==> src/design/pfa_pkg.sv <==
`timescale 1ns / 1ps
// ----------------------------------------------------------------------------
// pfa_pkg
// Shared constants, codes and types of the page frame allocator.
// ----------------------------------------------------------------------------
package pfa_pkg;

    localparam int PAGE_COUNT      = 32768;
    localparam int PAGE_SHIFT_BITS = 12;
    localparam int REF_LIMIT       = 250;

    localparam int IDX_W     = $clog2(PAGE_COUNT);        // page index bits
    localparam int CNT_W     = IDX_W + 1;                 // holds PAGE_COUNT itself
    localparam int MAP_WORDS = (PAGE_COUNT + 31) / 32;
    localparam int WORD_W    = (MAP_WORDS > 1) ? $clog2(MAP_WORDS) : 1;
    localparam int REF_W     = 8;
    localparam int CFG_W     = 16;
    localparam int CFG_IDX_W = 2;
    localparam int ADDR_W    = 32;

    typedef enum logic [2:0] {
        FN_ALLOC     = 3'd0,
        FN_ALLOC_DMA = 3'd1,
        FN_FREE      = 3'd2,
        FN_RESERVE   = 3'd3,
        FN_REF_GET   = 3'd4,
        FN_REF_INC   = 3'd5,
        FN_REF_DEC   = 3'd6,
        FN_NONE      = 3'd7
    } func_t;

    typedef enum logic [2:0] {
        ST_OK      = 3'd0,
        ST_NOFREE  = 3'd1,
        ST_BADADDR = 3'd2,
        ST_SAT     = 3'd3,
        ST_UNDER   = 3'd4
    } status_t;

    localparam logic [CFG_IDX_W-1:0] REG_MANAGED = 2'd0;
    localparam logic [CFG_IDX_W-1:0] REG_BASE    = 2'd1;
    localparam logic [CFG_IDX_W-1:0] REG_DMA     = 2'd2;

    // write side of the bitmap and count stores
    typedef struct packed {
        logic              used_we;
        logic [WORD_W-1:0] used_addr;
        logic [31:0]       used_data;
        logic              ref_we;
        logic [IDX_W-1:0]  ref_addr;
        logic [REF_W-1:0]  ref_data;
    } pfa_wr_t;

endpackage

==> src/design/pfa_scan_unit.sv <==
`timescale 1ns / 1ps
// ----------------------------------------------------------------------------
// pfa_scan_unit
// Finds the lowest free page of one bitmap word inside the window [lo, hi).
// ----------------------------------------------------------------------------
module pfa_scan_unit (
    input  logic [31:0]                word_data,
    input  logic [pfa_pkg::WORD_W-1:0] word_idx,
    input  logic [pfa_pkg::CNT_W-1:0]  lo,
    input  logic [pfa_pkg::CNT_W-1:0]  hi,
    output logic                       hit,
    output logic [4:0]                 bit_idx
);

    logic [pfa_pkg::CNT_W:0] w_base;
    logic [pfa_pkg::CNT_W:0] w_top;
    logic [31:0]             lo_mask;
    logic [31:0]             hi_mask;
    logic [31:0]             free_bits;

    always_comb begin
        w_base = (pfa_pkg::CNT_W + 1)'({word_idx, 5'b0});
        w_top  = w_base + (pfa_pkg::CNT_W + 1)'(32);
        lo_mask = ((pfa_pkg::CNT_W + 1)'(lo) <= w_base) ? '1 : ('1 << lo[4:0]);
        hi_mask = ((pfa_pkg::CNT_W + 1)'(hi) >= w_top) ? '1
                : ((32'd1 << hi[4:0]) - 32'd1);
        free_bits = ~word_data & lo_mask & hi_mask;
        hit     = |free_bits;
        bit_idx = '0;
        for (int b = 31; b >= 0; b--) begin
            if (free_bits[b]) begin
                bit_idx = 5'(b);
            end
        end
    end

endmodule

==> config.mk <==
export PLATFORM = sky130hd
export DESIGN_NAME = pfa_scan_unit
export DESIGN_NICKNAME = d
export VERILOG_FILES = /design/src/design/pfa_pkg.sv /design/src/design/pfa_scan_unit.sv
export SDC_FILE = /design/constraint.sdc
export NUM_CORES = 1
export LEC_CHECK = 0
export ABC_AREA = 0
export BUFFER_PORTS_ARGS = -buffer_cell sky130_fd_sc_hd__buf_2
export CORE_AREA = 5 5 87 89
export DETAILED_ROUTE_END_ITERATION = 6
export DIE_AREA = 0 0 92 94
export PLACE_DENSITY = 0.67
export SETUP_SLACK_MARGIN = 0.05
export SLEW_MARGIN = 20
export SYNTH_ARGS = -nofsm -noshare
export SYNTH_HDL_FRONTEND = slang
export SYNTH_SLANG_ARGS = --single-unit
==> constraint.sdc <==
create_clock -name vclk -period 5.7
set_clock_uncertainty 0.05 [all_clocks]
set_input_delay 1.14 -clock vclk [all_inputs]
set_output_delay 1.14 -clock vclk [all_outputs]
set_load 0.1 [all_outputs]
## Yosys cells after proc, flatten, opt, wreduce, memory -nomap -nowiden

Cells that the tools add are included.

| word-level totals | value |
|---|---|
| register bits after elaboration | 0 |
| input bits | 74 |
| output and inout bits | 6 |

| cells by class | value |
|---|---|
| $add $sub $neg | 2 |
| $lt $le $gt $ge | 2 |
| shift-type cells | 2 |
| mux-type cells | 34 |
| bitwise logic cells | 3 |
| reduce and logical (&&, ||, !) cells | 1 |

Operators with widths:

| kind | number |
|---|---|
| $mux W5 | 32 |
| $and A32 B32 Y32 | 2 |
| $mux W32 | 2 |
| $not A32 Y32 | 1 |
| $reduce_or A32 Y1 | 1 |
| $shl A1 B5 Y32 const A | 1 |
| $shl A32 B5 Y32 const A | 1 |
| $sub A32 B1 Y32 const B | 1 |
| $add A15 B6 Y16 const B | 1 |
| $ge A16 B16 Y1 | 1 |
| $le A16 B15 Y1 | 1 |

## Longest topological paths before layout

| depth | value |
|---|---|
| word-level depth | 36 |
| depth in mapped cells | 18 |
| gate-level depth less buffers | 15 |

## Least setup slack after synthesis

OpenSTA, ideal clock, no wires.

| timing | value |
|---|---|
| kind | input-to-output |
| from | in word_idx[0] (netlist name) |
| to | out bit_idx[2] |
| arrival time | 6.088 ns |
| setup slack | -1.578 ns |
| cell stages on the path | 16 |
| path buffers | 2 |
| cell sequence | ha_1 -> nand2_1 -> nor2_1 -> nand3_1 -> xnor2_1 -> ha_1 -> and4_1 -> a221oi_1 -> and2_4 -> buf_6 -> buf_6 -> o211ai_1 -> a211oi_1 -> inv_1 -> o311a_1 -> o31ai_1 |

| between the ends | value |
|---|---|
| longest elaborated chain between the ends | 36 |
| elaborated cells on any way between the ends | 39 |
| classes of those cells | 1 x add/sub; 2 x order compare; 34 x mux; 2 x bitwise |

Ends and longest elaborated chain:

| element | line | text |
|---|---|---|
| start, declared | pfa_scan_unit.sv:8 | `input logic [pfa_pkg::WORD_W-1:0] word_idx,` |
| $add A15 B6 Y16 or $le A16 B15 Y1 (tied branches) | pfa_scan_unit.sv:23, pfa_scan_unit.sv:24 |  |
| $ge A16 B16 Y1 or $mux W32 (tied branches) | pfa_scan_unit.sv:25, pfa_scan_unit.sv:24 |  |
| $mux W32 or $and A32 B32 Y32 (tied branches) | pfa_scan_unit.sv:25, pfa_scan_unit.sv:27 |  |
| $and A32 B32 Y32 (*) | pfa_scan_unit.sv:27 | `free_bits = ~word_data & lo_mask & hi_mask;` |
| $mux W5 (31 in series) | pfa_scan_unit.sv:31 | `if (free_bits[b]) begin` |
| $mux W5 (*) | pfa_scan_unit.sv:31 |  |
| end, declared | pfa_scan_unit.sv:12 | `output logic [4:0] bit_idx` |

Every way passes the cells marked *; elsewhere a longest branch is shown, timed or not.

## Final worst setup path

| timing | value |
|---|---|
| from | in word_idx[1] (netlist name) |
| to | out bit_idx[4] |

Same word-level chain as after synthesis.

==> impl_metrics.toml <==
[sta]
timing.hold.ws_ns = 2.95
rsz0062_at_grt = "yes"
max_freq_ghz = 0.181
slew_headroom_pct = 66.6
final_period_util_pct = 96.8
setup-violations-final = 0
worst-slew-pin-transition_ns = 0.497
slew_violations = 0
setup-tns-final_ns = 0
final_hold_viol_count = 0
min_period_ns = 5.52

[yosys]
synth_cells = 400
sequential_share_of_the_synthesized_area_pct = 0
synth_warnings = 0
synth_nets = 497
yosysUniqueCellTypes = 68
syn_area_um2 = 2590
mean_cell_area_of_the_mapped_netlist_um2 = 6.48

[global_route]
grt_first_pass_wirelength_um = 17000
global_route.usage.met2_pct = 39.2
grt_start_max_net_pins = 27
gr-total-overflow = 0
grt_antenna_before_repair = 0
grt_pass1_vias = 3470
global_route.usage.met3_pct = 2.88
grt.total_usage_pct = 23.8
grt-busiest-layer = "met2"
use_met1_pct = 33.1

[routing]
post_drt_wl_per_cell_um = 18.2
drt_drc_violations_left = 0
vias = 3733
detail_route.wirelength_um = 10900
drt_iter0_drc = 372
dr.pass1.iters = 5
ant_nets = 0
route.detailed.vias_per_inst = 6.23

[final_layout]
final_cells = 599
numSequentialCells = 0
antenna-diode-count = 0
multi_input_area_um2 = 2600
finalInstanceArea_um2 = 3780
clkbuf_count = 0
nFillCells = 658
layout.area.seq_um2 = 0
final_nets = 618
finalCoreUtilization_pct = 56.5
final_layout_size_suffix_gt1_share_pct = 38.3
synthToLayoutAreaGrowth_pct = 45.8

[die]
die-area_um2 = 8650
num_rows = 30
floorplan.die.height_um = 94
die_width_um = 92
initial_utilization_pct = 38.8
io_pins = 80
floorplan.core_area_um2 = 6680

[place]
placedCellCount = 592
place_congestion = 1.07
io_buffer_count = 80
dpl_cell_area_um2 = 3540
post_dp_hpwl_um = 8700

[worst_setup_path]
timing_worst_setup_path_type = "in -> out"
crit_required_ns = 4.51
path_max_fanout = 6
worst_ep_arrival_time_ns = 4.33
crit_path_end_kind = "primary output"
setup.worst_path.start_class = "input port"

[power]
power_leakage_nw = 1.63
peakVddDrop_mv = 0.0699
power-per-cell-area_nw_per_um2 = 117

[run]
cap_violations = 0

[worst_hold_path]
holdCritPathClass = "in -> out"

[outcome]
outcome = "finished, final reports clean"

[cts]
cts_hold_buffers = 0
==> stage by stage <==
| step | setup slack [ns] | power (mW) |
|---|---|---|
| detailed placement | -0.104 | 0.408 |
| finish | 0.182 | 0.443 |
| global route | -0.0133 | 0.474 |
| global placement | -0.0945 | 0.404 |
| floorplan | -0.0206 | 0.257 |
| CTS | 0.0501 | 0.420 |
==> where the power goes <==
| group | switching, mW | leakage [nW] | internal, mW |
|---|---|---|---|
| logic | 0.258 | 1.63 | 0.185 |
| registers | 0 | 0 | 0 |
| clock network | 0 | 0 | 0 |
==> logic make-up after synthesis <==
| group | count (synthesis) | synth area share, % |
|---|---|---|
| AOI/OAI and AO/OA | 168 | 45.9 |
| adders and majority gates | 23 | 11.1 |
| xor gates and xnor gates | 9 | 3.04 |
| and+or+nand+nor | 157 | 32.1 |
| buffers and inverters | 43 | 7.87 |
==> Yosys cell counts, drive strengths merged (4+ instances only) <==
master   instances  share of area, %
nand2           41               5.9
a21oi           40               8.7
o21ai           31               6.3
nor2            25               3.6
ha              23                11
inv             18               2.6
nor3            16               3.1
buf             15               3.8
nand3           15               2.9
or2             12               2.9
clkbuf          10               1.4
a31oi            9               2.2
and2             9               2.3
o211ai           9               2.8
a221o            8               3.1
xnor2            8               2.7
nand3b           7               2.0
a211oi           6               1.7
nor2b            6               1.4
a2111oi          5               1.7
a211o            5               1.7
a22oi            5               1.4
nand2b           5               1.2
a21boi           4               1.2
a21o             4               1.2
a221oi           4               1.4
o2111ai          4               1.4
o221ai           4               1.4
==> path summary, 6_finish.rpt <==
kind / endpoint / cells after the start / slack, ns / from
setup / recovery: bit_idx[4] / 17 / 0.18 / word_idx[1]
hold / removal: bit_idx[1] / 6 / 2.95 / word_data[18]
==> routing by layer <==
| layer | routed length (um) | share of wire, % |
|---|---|---|
| met5 | 0 | 0 |
| met4 | 230 | 2.1 |
| met3 | 897 | 8.2 |
| met2 | 5080 | 47 |
| met1 | 4670 | 43 |
==> area by class of cell <==
| class | count | area share [%] |
|---|---|---|
| multi-input cells | 357 | 68.8 |
| repair buffers | 144 | 26.8 |
| well taps | 80 | 2.65 |
| inverters | 18 | 1.79 |
==> critical path, stage by stage <==
cell and delay [ns]:
buf_8 0.09, ha_4 0.14, nand2_4 0.05, nor2_4 0.12, buf_4 0.13, nand3_1 0.08, ha_1 0.31, and4_4 0.20
a221oi_2 0.26, buf_4 0.17, nand2_4 0.07, a221o_1 0.37, or2_1 0.25, or4b_4 0.55, buf_6 0.14, nor2_4 0.09
buf_12 0.18
==> placed cells by master (no fill, tap or decap), drive strengths merged, types with 5 or more instances in the layout <==
| master | count |
|---|---|
| buf | 144 |
| nand2 | 41 |
| a21oi | 40 |
| o21ai | 31 |
| nor2 | 25 |
| ha | 23 |
| inv | 18 |
| nor3 | 16 |
| nand3 | 15 |
| or2 | 12 |
| a31oi | 9 |
| o211ai | 9 |
| and2 | 9 |
| a221o | 8 |
| xnor2 | 8 |
| nand3b | 7 |
| nor2b | 6 |
| a211oi | 6 |
| a211o | 5 |
| a22oi | 5 |
| nand2b | 5 |
| a2111oi | 5 |
==> repair_timing <==
item,CTS,global route
pin swaps,8,26
gates cloned,0,0
endpoints found under the setup margin,4,6
gates resized for setup,15,36
setup buffers,3,4
(Power assumes the default switching activity.)
